### config.mk
export PLATFORM = sky130hd
export DESIGN_NAME = detour_noise_recorder_core_flat
export DESIGN_NICKNAME = d
export VERILOG_FILES = /design/src/dnr_pkg.sv /design/src/dnr_if.sv /design/src/detour_noise_recorder_core.sv /design/src/flat_wrapper.sv
export SDC_FILE = /design/constraint.sdc
export NUM_CORES = 2
export LEC_CHECK = 0
export BUFFER_PORTS_ARGS = -buffer_cell sky130_fd_sc_hd__buf_2
export CORE_MARGIN = 2
export CORE_UTILIZATION = 60
export CTS_BUF_LIST = sky130_fd_sc_hd__clkbuf_16
export DETAILED_ROUTE_END_ITERATION = 10
export GPL_TIMING_DRIVEN = 0
export PLACE_DENSITY = 0.8
export SYNTH_ARGS = -nofsm -noshare
export SYNTH_HDL_FRONTEND = slang
export SYNTH_SLANG_ARGS = --single-unit
export TNS_END_PERCENT = 1
### constraint.sdc
create_clock -name clk -period 19.6 [get_ports clk]
set_input_delay 1.96 -clock clk [delete_from_list [all_inputs] [get_ports clk]]
set_output_delay 1.96 -clock clk [all_outputs]
set_load 0.05 [all_outputs]
### src/dnr_pkg.sv
`timescale 1ns / 1ps
// ----------------------------------------------------------------------------
// dnr_pkg: shared types and constants of the detour noise recorder
// Field widths, register indexes and reset values used by the interfaces
// and the core.
// ----------------------------------------------------------------------------
package dnr_pkg;

	localparam int TS_W    = 64;   // timestamp and 64-bit statistics
	localparam int REC_W   = 16;   // record limit and recorded count
	localparam int IDX_W   = 17;   // signed detour index
	localparam int CFG_W   = 64;   // widest configuration register
	localparam int CFG_A_W = 2;    // configuration register index

	typedef enum logic [CFG_A_W-1:0] {
		REG_GAP_THRESHOLD = 2'd0,
		REG_TIMEOUT_TICKS = 2'd1,
		REG_RECORD_LIMIT  = 2'd2
	} reg_idx_t;

	localparam logic [TS_W-1:0]  GAP_THRESHOLD_RST = 64'd1000;
	localparam logic [TS_W-1:0]  TIMEOUT_TICKS_RST = 64'd4000000000;
	localparam logic [REC_W-1:0] RECORD_LIMIT_RST  = 16'd3000;
	localparam logic [TS_W-1:0]  GAP_MIN_RST       = 64'h0000_0000_8000_0000;

	// input command codes
	localparam logic CMD_BEGIN  = 1'b0;
	localparam logic CMD_SAMPLE = 1'b1;

endpackage

### src/dnr_if.sv
`timescale 1ns / 1ps
// ----------------------------------------------------------------------------
// dnr_sample_if / dnr_result_if: item channels of the detour noise recorder
// Valid/ready channels carrying one sample item or one result item.
// ----------------------------------------------------------------------------
interface dnr_sample_if;
	logic                      valid;
	logic                      ready;
	logic                      cmd;
	logic [dnr_pkg::TS_W-1:0]  timestamp;

	modport source (output valid, output cmd, output timestamp, input ready);
	modport sink   (input valid, input cmd, input timestamp, output ready);
endinterface

interface dnr_result_if;
	logic                      valid;
	logic                      ready;
	logic                      has_detour;
	logic [dnr_pkg::TS_W-1:0]  detour_start;
	logic [dnr_pkg::TS_W-1:0]  detour_length;
	logic                      run_finished;
	logic [dnr_pkg::REC_W-1:0] recorded_total;
	logic [dnr_pkg::TS_W-1:0]  smallest_gap;
	logic [dnr_pkg::TS_W-1:0]  largest_gap;
	logic [dnr_pkg::TS_W-1:0]  samples_taken;
	logic [dnr_pkg::TS_W-1:0]  elapsed_ticks;

	modport source (output valid, output has_detour, output detour_start,
		output detour_length, output run_finished, output recorded_total,
		output smallest_gap, output largest_gap, output samples_taken,
		output elapsed_ticks, input ready);
	modport sink   (input valid, input has_detour, input detour_start,
		input detour_length, input run_finished, input recorded_total,
		input smallest_gap, input largest_gap, input samples_taken,
		input elapsed_ticks, output ready);
endinterface

### src/detour_noise_recorder_core.sv
`timescale 1ns / 1ps
// ----------------------------------------------------------------------------
// detour_noise_recorder_core: OS noise detour recorder
// Watches free-running timestamps, reports gaps above a threshold as
// detours and closes a run with min/max gap, sample count and elapsed time.
// ----------------------------------------------------------------------------
//
//  channel   direction  handshake      payload
//  -------   ---------  -------------  -------------------------------------
//  sample    in         valid/ready    cmd, timestamp
//  result    out        valid/ready    has_detour .. elapsed_ticks (9 fields)
//  wr_*      in         wr_en only     wr_index (2b), wr_data (64b)
//
//  One item per clock sustained while results are taken. An accepted item
//  sits in the input stage, where the gap subtract and the threshold/timeout
//  compares run against the run state, and its result (if any) is registered
//  in the result register once that register is empty or being drained.
//  Reset clears the run state and loads register defaults; the block is
//  idle and ignores samples until a begin item arrives.
//  A result not taken holds the input stage; items without a result still
//  pass through while the result register is empty or being drained.
//
module detour_noise_recorder_core #(
	parameter int WARMUP_DETOURS = 10   // detours only counted, 0..255
) (
	input  logic                          clk,
	input  logic                          arst_n,
	dnr_sample_if.sink                    sample,
	dnr_result_if.source                  result,
	input  logic                          wr_en,
	input  logic [dnr_pkg::CFG_A_W-1:0]   wr_index,
	input  logic [dnr_pkg::CFG_W-1:0]     wr_data
);

	localparam int TS_W  = dnr_pkg::TS_W;
	localparam int REC_W = dnr_pkg::REC_W;
	localparam int IDX_W = dnr_pkg::IDX_W;

	// detour index restarts at minus the warm-up count
	localparam logic signed [IDX_W-1:0] IDX_RST = -$signed(IDX_W'(WARMUP_DETOURS));

	// ---------------- configuration registers ----------------
	logic [TS_W-1:0]  gap_threshold_q;
	logic [TS_W-1:0]  timeout_ticks_q;
	logic [REC_W-1:0] record_limit_q;

	always_ff @(posedge clk or negedge arst_n) begin
		if (!arst_n) begin
			gap_threshold_q <= dnr_pkg::GAP_THRESHOLD_RST;
			timeout_ticks_q <= dnr_pkg::TIMEOUT_TICKS_RST;
			record_limit_q  <= dnr_pkg::RECORD_LIMIT_RST;
		end else if (wr_en) begin
			case (wr_index)
				dnr_pkg::REG_GAP_THRESHOLD: gap_threshold_q <= wr_data;
				dnr_pkg::REG_TIMEOUT_TICKS: timeout_ticks_q <= wr_data;
				dnr_pkg::REG_RECORD_LIMIT:  record_limit_q  <= wr_data[REC_W-1:0];
				default: ;  // unmapped index: write dropped
			endcase
		end
	end

	// ---------------- input stage ----------------
	logic            valid_s1;
	logic            cmd_s1;
	logic [TS_W-1:0] ts_s1;

	logic out_valid_q;
	logic can_adv;   // result register can take this cycle's outcome
	logic proc;      // input stage item is consumed this cycle

	assign can_adv      = !out_valid_q || result.ready;
	assign proc         = valid_s1 && can_adv;
	assign sample.ready = !valid_s1 || can_adv;

	always_ff @(posedge clk or negedge arst_n) begin
		if (!arst_n) begin
			valid_s1 <= 1'b0;
		end else if (sample.ready) begin
			valid_s1 <= sample.valid;
		end
	end

	always_ff @(posedge clk) begin
		if (sample.ready && sample.valid) begin
			cmd_s1 <= sample.cmd;
			ts_s1  <= sample.timestamp;
		end
	end

	// ---------------- run state ----------------
	logic                    running_q;
	logic [TS_W-1:0]         prev_q;
	logic [TS_W-1:0]         win_start_q;
	logic signed [IDX_W-1:0] idx_q;
	logic [REC_W-1:0]        rec_cnt_q;
	logic [TS_W-1:0]         gap_max_q;
	logic [TS_W-1:0]         gap_min_q;
	logic [TS_W-1:0]         smp_cnt_q;
	logic [TS_W-1:0]         first_start_q;

	// ---------------- per-sample decision ----------------
	logic                    is_sample;
	logic [TS_W-1:0]         gap;
	logic                    over_thr;
	logic                    rec;         // detour past warm-up, gets reported
	logic                    first_rec;   // first reported detour of the run
	logic signed [IDX_W-1:0] idx_inc;
	logic                    lim_hit;
	logic [TS_W-1:0]         win_eff;
	logic [TS_W-1:0]         first_eff;
	logic [TS_W-1:0]         win_span;
	logic                    tmo_hit;
	logic                    fin;
	logic [REC_W-1:0]        rec_cnt_nxt;
	logic                    emit;

	assign is_sample   = (cmd_s1 == dnr_pkg::CMD_SAMPLE) && running_q;
	assign gap         = ts_s1 - prev_q;
	assign over_thr    = gap > gap_threshold_q;
	assign rec         = over_thr && !idx_q[IDX_W-1];
	assign first_rec   = rec && (idx_q == '0);
	assign idx_inc     = idx_q + IDX_W'(1);
	// limit check only once the index is non-negative
	assign lim_hit     = over_thr && !idx_inc[IDX_W-1]
		&& ($unsigned(idx_inc) >= {1'b0, record_limit_q});
	// first recorded detour restarts the timeout window at its start
	assign win_eff     = first_rec ? prev_q : win_start_q;
	assign first_eff   = first_rec ? prev_q : first_start_q;
	// window restarted at prev_q spans exactly the gap
	assign win_span    = first_rec ? gap : (ts_s1 - win_start_q);
	assign tmo_hit     = win_span >= timeout_ticks_q;
	assign fin         = lim_hit || tmo_hit;
	assign rec_cnt_nxt = rec_cnt_q + REC_W'(rec);
	assign emit        = is_sample && (fin || rec);

	always_ff @(posedge clk or negedge arst_n) begin
		if (!arst_n) begin
			running_q     <= 1'b0;
			prev_q        <= '0;
			win_start_q   <= '0;
			idx_q         <= IDX_RST;
			rec_cnt_q     <= '0;
			gap_max_q     <= '0;
			gap_min_q     <= dnr_pkg::GAP_MIN_RST;
			smp_cnt_q     <= '0;
			first_start_q <= '0;
		end else if (proc) begin
			if (cmd_s1 == dnr_pkg::CMD_BEGIN) begin
				// begin: clear stats and prime with this timestamp
				running_q     <= 1'b1;
				prev_q        <= ts_s1;
				win_start_q   <= ts_s1;
				idx_q         <= IDX_RST;
				rec_cnt_q     <= '0;
				gap_max_q     <= '0;
				gap_min_q     <= dnr_pkg::GAP_MIN_RST;
				smp_cnt_q     <= '0;
				first_start_q <= '0;
			end else if (running_q) begin
				if (over_thr)
					idx_q <= idx_inc;
				rec_cnt_q     <= rec_cnt_nxt;
				win_start_q   <= win_eff;
				first_start_q <= first_eff;
				if (fin) begin
					// ending sample leaves min/max/count untouched
					running_q <= 1'b0;
				end else begin
					prev_q    <= ts_s1;
					smp_cnt_q <= smp_cnt_q + TS_W'(1);
					if (gap > gap_max_q)
						gap_max_q <= gap;
					if (gap < gap_min_q)
						gap_min_q <= gap;
				end
			end
		end
	end

	// ---------------- result register ----------------
	always_ff @(posedge clk or negedge arst_n) begin
		if (!arst_n) begin
			out_valid_q <= 1'b0;
		end else if (proc) begin
			out_valid_q <= emit;
		end else if (result.ready) begin
			out_valid_q <= 1'b0;
		end
	end

	logic                has_detour_q;
	logic [TS_W-1:0]     detour_start_q;
	logic [TS_W-1:0]     detour_length_q;
	logic                run_finished_q;
	logic [REC_W-1:0]    recorded_total_q;
	logic [TS_W-1:0]     smallest_gap_q;
	logic [TS_W-1:0]     largest_gap_q;
	logic [TS_W-1:0]     samples_taken_q;
	logic [TS_W-1:0]     elapsed_ticks_q;

	always_ff @(posedge clk) begin
		if (proc && emit) begin
			has_detour_q     <= rec;
			detour_start_q   <= rec ? prev_q : '0;
			detour_length_q  <= rec ? gap : '0;
			run_finished_q   <= fin;
			recorded_total_q <= rec_cnt_nxt;
			smallest_gap_q   <= fin ? gap_min_q : '0;
			largest_gap_q    <= fin ? gap_max_q : '0;
			samples_taken_q  <= fin ? smp_cnt_q : '0;
			// zero when nothing was recorded during the run
			elapsed_ticks_q  <= (fin && (rec_cnt_nxt != '0))
				? (first_rec ? gap : (ts_s1 - first_start_q)) : '0;
		end
	end

	assign result.valid          = out_valid_q;
	assign result.has_detour     = has_detour_q;
	assign result.detour_start   = detour_start_q;
	assign result.detour_length  = detour_length_q;
	assign result.run_finished   = run_finished_q;
	assign result.recorded_total = recorded_total_q;
	assign result.smallest_gap   = smallest_gap_q;
	assign result.largest_gap    = largest_gap_q;
	assign result.samples_taken  = samples_taken_q;
	assign result.elapsed_ticks  = elapsed_ticks_q;

endmodule

### src/flat_wrapper.sv
// flat-port wrapper written by rule: the top's interface ports become plain ports
module detour_noise_recorder_core_flat 
#(
	parameter int WARMUP_DETOURS = 10                                  
)
  (clk, arst_n, wr_en, wr_index, wr_data, sample_valid, sample_cmd, sample_timestamp, sample_ready, result_valid, result_has_detour, result_detour_start, result_detour_length, result_run_finished, result_recorded_total, result_smallest_gap, result_largest_gap, result_samples_taken, result_elapsed_ticks, result_ready);
  dnr_sample_if sample_i ();
  dnr_result_if result_i ();
  input  logic clk;
  input  logic arst_n;
  input  logic wr_en;
  input  logic [dnr_pkg::CFG_A_W-1:0] wr_index;
  input  logic [dnr_pkg::CFG_W-1:0] wr_data;
  input wire logic [$bits(sample_i.valid)-1:0] sample_valid;
  input wire logic [$bits(sample_i.cmd)-1:0] sample_cmd;
  input wire logic [$bits(sample_i.timestamp)-1:0] sample_timestamp;
  output wire logic [$bits(sample_i.ready)-1:0] sample_ready;
  output wire logic [$bits(result_i.valid)-1:0] result_valid;
  output wire logic [$bits(result_i.has_detour)-1:0] result_has_detour;
  output wire logic [$bits(result_i.detour_start)-1:0] result_detour_start;
  output wire logic [$bits(result_i.detour_length)-1:0] result_detour_length;
  output wire logic [$bits(result_i.run_finished)-1:0] result_run_finished;
  output wire logic [$bits(result_i.recorded_total)-1:0] result_recorded_total;
  output wire logic [$bits(result_i.smallest_gap)-1:0] result_smallest_gap;
  output wire logic [$bits(result_i.largest_gap)-1:0] result_largest_gap;
  output wire logic [$bits(result_i.samples_taken)-1:0] result_samples_taken;
  output wire logic [$bits(result_i.elapsed_ticks)-1:0] result_elapsed_ticks;
  input wire logic [$bits(result_i.ready)-1:0] result_ready;
  assign sample_i.valid = sample_valid;
  assign sample_i.cmd = sample_cmd;
  assign sample_i.timestamp = sample_timestamp;
  assign sample_ready = sample_i.ready;
  assign result_valid = result_i.valid;
  assign result_has_detour = result_i.has_detour;
  assign result_detour_start = result_i.detour_start;
  assign result_detour_length = result_i.detour_length;
  assign result_run_finished = result_i.run_finished;
  assign result_recorded_total = result_i.recorded_total;
  assign result_smallest_gap = result_i.smallest_gap;
  assign result_largest_gap = result_i.largest_gap;
  assign result_samples_taken = result_i.samples_taken;
  assign result_elapsed_ticks = result_i.elapsed_ticks;
  assign result_i.ready = result_ready;
  detour_noise_recorder_core #(.WARMUP_DETOURS(WARMUP_DETOURS)) u_core (.clk(clk), .arst_n(arst_n), .sample(sample_i), .result(result_i), .wr_en(wr_en), .wr_index(wr_index), .wr_data(wr_data));
endmodule
# --- Word level (Yosys, flattened, before mapping) ---
# Cells that the tools add are included.
totals:
  word_cells: 105
  out_inout_bits: 404
  reg_bits: 1031
  inputBits: 136
classes:
  reduce_logical: 31
  n_mux: 30
  addsub: 6
  n_eq_ne: 8
  n_lt_le_gt_ge: 5
ops:
  columns: ["operator", "n"]
  rows:
  - ["2-to-1 mux 64 bit", 20]
  - ["subtractor 64 bit", 3]
  - ["> comparator 64 bit", 2]
  - ["adder 64 x 1 -> 64 bit, second input constant", 1]
  - [">= comparator 64 bit", 1]
  - ["< comparator 64 bit", 1]
  - ["2-to-1 mux 17 bit", 3]
  - ["2-to-1 mux 16 bit", 2]
  - ["adder 17 x 2 -> 17 bit, second input constant", 1]
  - [">= comparator 17 x 16 -> 1 bit", 1]
  - ["zero test 17 bit", 1]
  - ["adder 16 x 1 -> 16 bit", 1]
  - ["nonzero test 16 bit", 1]
  - ["inequality test 2 bit, second input constant", 6]
  - ["logical AND 1 bit", 10]
  - ["AND reduction 3 bit", 3]
  - ["AND reduction 2 bit", 4]
  - ["AND reduction 4 bit", 2]
  - ["2-to-1 mux 1 bit", 5]
  - ["zero test 1 bit", 4]
  - ["logical OR 1 bit", 4]
  - ["equality test 2 x 1 -> 1 bit, second input constant", 1]
  - ["equality test 2 bit, second input constant", 1]
  - ["zero test 2 bit", 1]
  - ["nonzero test 2 bit", 1]

# --- Logic depth before layout (Yosys ltp) ---
depth:
  depth_word: 10
  depth_mapped: 46
  mapped_depth_nobuf: 41

# --- Least setup slack after synthesis ---
# Ideal clock, no wire load.
synth_timing:
  kind: "reg2reg"
  startpoint: "reg u_core.ts_s1[0]"
  endpoint: "reg u_core.detour_length_q[0], in the netlist u_core.result.detour_length[0] (enable)"
  setup_time_ps: 748
  t_arrival_ps: 15670
  path_stages_with_launch: 42
  required_ps: 18852
  path_slack_ps: 3182
  n_path_buf: 4
  synth_period_minus_slack_ps: 16418
  cell_sequence: "edfxtp_1 inv_1 ha_1 inv_1 fa_1 a21o_1 a21oi_1 o211ai_1 a41oi_1 o21a_1 nor3_1 a31oi_1 o31ai_1 a221oi_2 a21boi_0 xnor2_1 inv_1 ha_1 [6 not listed] or3_1 or2_1 clkbuf_1 clkbuf_1 clkbuf_1 nand2_1 o21ai_0 ha_1 and4_1 nand3_1 or2_0 or3_1 o211ai_1 a221oi_4 inv_4 buf_2 o21ai_0 inv_1"
synth_between:
  elab_chain_len: 10
  word_cells_on_any_way: 13
  classes_between: "2 x add/sub; 2 x order compare; 1 x mux; 8 x reduce/logical"
synth_rtl:
  columns: ["element", "line_no", "source"]
  rows:
  - ["start: declaration", "detour_noise_recorder_core.sv:65", "logic [TS_W-1:0] ts_s1;"]
  - ["start signal: assignment", "detour_noise_recorder_core.sv:86", "ts_s1 <= sample.timestamp;"]
  - ["subtractor 64 bit *", "detour_noise_recorder_core.sv:118", "assign gap = ts_s1 - prev_q;"]
  - ["named net u_core.gap[62]", "detour_noise_recorder_core.sv:103", "logic [TS_W-1:0] gap;"]
  - ["> comparator 64 bit", "detour_noise_recorder_core.sv:119", "assign over_thr = gap > gap_threshold_q;"]
  - ["logical AND 1 bit", "detour_noise_recorder_core.sv:120", "assign rec = over_thr && !idx_q[IDX_W-1];"]
  - ["logical AND 1 bit", "detour_noise_recorder_core.sv:121", "assign first_rec = rec && (idx_q == '0);"]
  - ["2-to-1 mux 64 bit", "detour_noise_recorder_core.sv:130", "assign win_span = first_rec ? gap : (ts_s1 - win_start_q);"]
  - [">= comparator 64 bit", "detour_noise_recorder_core.sv:131", "assign tmo_hit = win_span >= timeout_ticks_q;"]
  - ["logical OR 1 bit", "detour_noise_recorder_core.sv:132", "assign fin = lim_hit || tmo_hit;"]
  - ["logical OR 1 bit *", "detour_noise_recorder_core.sv:134", "assign emit = is_sample && (fin || rec);"]
  - ["logical AND 1 bit *", "detour_noise_recorder_core.sv:134", null]
  - ["logical AND 1 bit *", "detour_noise_recorder_core.sv:202", "if (proc && emit) begin"]
  - ["end signal: assignment", "detour_noise_recorder_core.sv:205", "detour_length_q <= rec ? gap : '0;"]
  - ["end: declaration", "detour_noise_recorder_core.sv:193", "logic [TS_W-1:0] detour_length_q;"]
# Mark *: on every way through the listed nets, which the timed path passes. The rest lies on a longest branch.
# A chain may end at the register's enable or synchronous reset.

# --- Final worst setup path ---
layout_timing:
  startpoint: "reg u_core.ts_s1[0]"
  endpoint: "reg u_core.elapsed_ticks_q[1], in the netlist u_core.result.elapsed_ticks[1], data pin"
layout_between:
  elab_chain_len: 8
  word_cells_on_any_way: 15
  classes_between: "4 x add/sub; 2 x order compare; 2 x mux; 7 x reduce/logical"
layout_rtl:
  columns: ["element", "line_no", "source"]
  rows:
  - ["subtractor 64 bit *", "detour_noise_recorder_core.sv:118", null]
  - ["named net u_core.gap[62]", "detour_noise_recorder_core.sv:103", null]
  - ["> comparator 64 bit", "detour_noise_recorder_core.sv:119", null]
  - ["logical AND 1 bit", "detour_noise_recorder_core.sv:120", null]
  - ["logical AND 1 bit", "detour_noise_recorder_core.sv:121", null]
  - ["2-to-1 mux 64 bit", "detour_noise_recorder_core.sv:130", null]
  - [">= comparator 64 bit", "detour_noise_recorder_core.sv:131", null]
  - ["logical OR 1 bit", "detour_noise_recorder_core.sv:132", null]
  - ["logical AND 1 bit", "detour_noise_recorder_core.sv:212", "elapsed_ticks_q <= (fin && (rec_cnt_nxt != '0))"]
  - ["end signal: assignment", "detour_noise_recorder_core.sv:212", null]
  - ["end: declaration", "detour_noise_recorder_core.sv:199", "logic [TS_W-1:0] elapsed_ticks_q;"]
# Marks and branches as above.

==> run metrics <==
post-route ant nets=0; DRC=0; I/O pin cnt=540; final setup TNS=0 ns; Sink Count=a little over 1000; Slew HR=-3.96%; Syn Nets=roughly 6400; area of the core=roughly 95000 µm²; first-pass GRT wire length=~290 mm; # port buffers=539; final setup violation count=0; dpl cell area=62300 µm²; cell area after layout=65700 µm²; Root Driver=clkbuf_16; synthesized area per cell=9.91 µm²; max_cap viols=1; Data arrival, critical path=17.24 ns; pin count of the biggest net entering global routing=140; number of enable flip-flop cells after synthesis=approximately 470; Main synth FF type=dfrtp_1; Setup Buffers After CTS=0; clk buf depth=3; Worst-path clk slew=~0.06 ns; most common cell after layout, fill and taps aside=nand2_1; CTS tree=yes; minimum clock period after layout=16.88 ns; unrepaired setup endpoints after global routing=false; hold path startpoint=u_core.gap_min_q[8]; reg2reg setup slack=around 2.7 ns; Finished Layout Cells=7856; WS Path Type=reg -> reg; cts hold-fix bufs=0; CP peak stage delay=1.00 ns; crit path max-delay cell type=a2111oi_0; die width=between 300 and 400 µm; storage element area=around 28000 µm²; initial drt markers=between 5000 and 6000; Netlist Area Pre-Place=~58000 µm²; total number of vias=between 40000 and 50000; placement row count=113; vias in the first global route=about 47000; GP Congestion=0.979; VDD IR max=between 0.08 and 0.09 mV; Max Transition Viols Final=12; Multi-input gate area=roughly 26000 µm²; Cell Pwr Density=between 150 and 200 nW/µm²; Critical Path Fanout Max=10; Post-synth ARST share=roughly 55%; die area=approximately 100000 µm²; Layout Utilization=approximately 69%; CP Data Required Time=19.96 ns; Num CTS Buffers=approximately 100; dpl cells=approximately 7600; Tot GR Track Use=between 30% and 40%; flops & latches, synth=between 1000 and 1500; crit path capture type=register; layout cells sized above 1=14.3%; Reg2Reg Depth=between 40 and 50; Leak=a little under 30 nW; Initial Utilization=60.6%; Distinct cells, synth=between 90 and 100; synthesized instance count=between 5000 and 6000; H-Tree Depth=3; initial antenna violation count=25; CP Launch Type=register; R2R Path End=u_core.result.elapsed_ticks[1]; post-synthesis sequential area ratio=around half; Reg-to-Reg Start=u_core.ts_s1[0]; GRT overflow=0; FILL cells=~7300; chip height=about 310 µm; # nets final=~7100; Ys Warns=0; final hold vios=0; HP Class=reg -> reg; skew final=0.0476 ns; area added between synthesis and finish=13.9%; Pre-antenna DRT Iters=8; Routed WL=196 mm; Min-Delay Path Depth=2; hpwl dp=152 mm; violated checks=max-capacitance violations, max-slew violations; drt via density=6.19; post-CTS resize count=0; most frequent cells in the layout=nand2_1, buf_2, inv_1, dfrtp_1, edfxtp_1; worst slew pin tran=roughly 1.6 ns; dpl ws=about 3.6 ns; Period Utilization, post-route=between 80 and 90%; Worst Hold Path EP=u_core.gap_min_q[8]; outcome=finished with violations; Max Freq=between 0.05 and 0.06 GHz; PnR worst setup slack=around 2.7 ns; Routed wire per std cell=around 25 µm; Clock Latency Late Sink=0.72 ns
==> cell usage after synthesis, types with 12 or more instances <==
master | instances | area share (%)
a211oi_1 | 24 | 0.31
a21boi_0 | 12 | 0.16
a21o_1 | 242 | 3.1
a21oi_1 | 336 | 2.9
a221oi_1 | 13 | 0.20
a22o_1 | 60 | 0.91
a31oi_1 | 40 | 0.43
and2_1 | 118 | 1.3
and3_1 | 45 | 0.49
and4_1 | 12 | 0.18
buf_2 | 48 | 0.42
clkbuf_1 | 204 | 1.3
dfrtp_1 | 522 | 23
dfstp_2 | 42 | 1.9
edfxtp_1 | 467 | 24
ha_1 | 465 | 10
inv_1 | 545 | 3.5
mux2_2 | 82 | 1.6
mux2i_1 | 12 | 0.21
nand2_1 | 602 | 3.9
nand2b_1 | 37 | 0.40
nand3_1 | 169 | 1.5
nand4_1 | 121 | 1.3
nor2_1 | 398 | 2.6
nor2b_1 | 48 | 0.52
nor3_1 | 44 | 0.38
nor4_1 | 12 | 0.13
o211ai_1 | 80 | 1.0
o21a_1 | 34 | 0.44
o21ai_0 | 462 | 4.0
o21ai_1 | 19 | 0.16
o21bai_1 | 31 | 0.40
o22ai_1 | 14 | 0.15
o31ai_1 | 28 | 0.36
or3_1 | 26 | 0.28
xnor2_1 | 127 | 1.9
xor2_1 | 124 | 1.9
==> logic make-up (layout without fill, tap and decap cells) <==
group / after synthesis / after routing / synth area share [%]
simple gates: 1680 / 1680 / 13.6
compound gates: 1487 / 1487 / 16.3
flops: 1031 / 1031 / 48.9
buf+inv: 811 / 1556 / 5.42
fa+ha+maj: 468 / 468 / 10.2
xor+xnor: 251 / 251 / 3.81
mux: 94 / 94 / 1.81
other cells: 0 / 24 / 0
==> layer usage <==
metal,vias to the layer above,global-route usage [%],wire (µm)
li1,21873,-,-
met1,23681,53.6,79400
met2,2620,59.1,86100
met3,472,8.12,19900
met4,14,20.0,10800
met5,-,0,90
==> power by group <==
| group | internal (mW) | total (mW) | leakage (nW) | switching, mW |
|---|---|---|---|---|
| logic | 1.79 | 5.90 | 15.7 | 4.12 |
| registers | 2.75 | 2.96 | 11.6 | 0.208 |
| clock network | 1.09 | 1.99 | 1.72 | 0.902 |
| total | 5.63 | 10.9 | 29.1 | 5.23 |
==> per-stage QoR <==
step / hold slack, ns / power [mW]
2_1_floorplan: 0.449 / 6.81
3_3_place_gp: 0.461 / 8.57
3_5_place_dp: 0.467 / 8.66
4_1_cts: 0.482 / 10.7
5_1_grt: 0.505 / 11.4
6_report: 0.482 / 10.9
==> critical path: cells and delay by family, from the launching register on <==
family | cells | cell delay, ns
xor gates and xnor gates | 1 | 0.90
buffers and inverters | 8 | 3.72
adders and majority gates | 4 | 1.31
AOI/OAI and AO/OA | 19 | 6.77
DFF | 1 | 0.52
and+or+nand+nor | 11 | 3.27
==> worst max path at each step <==
stage	from	end	slack, ns
finish	u_core.ts_s1[0]	u_core.result.elapsed_ticks[1]	2.72
global route	u_core.ts_s1[0]	u_core.prev_q[10]	2.84
CTS	u_core.ts_s1[0]	u_core.result.elapsed_ticks[1]	3.47
detailed placement	u_core.ts_s1[0]	u_core.result.elapsed_ticks[1]	3.57
global placement	u_core.ts_s1[0]	u_core.result.detour_start[12]	-5.05
floorplan	u_core.ts_s1[0]	u_core.result.detour_length[0]	3.18
==> layout make-up <==
type / instances / area share, %
Timing Repair Buffer: 550 / 4.53
Multi-Input combinational cell: 3980 / 40.2
Inverter: 547 / 3.14
Clock inverter: 90 / 1.14
Antenna cell: 24 / 0.0914
Clock buffer: 105 / 4.00
Sequential cell: 1031 / 42.9
Buffer: 264 / 1.63
Tap cell: 1265 / 2.41
No activity file was read; power rests on OpenSTA's default activity.
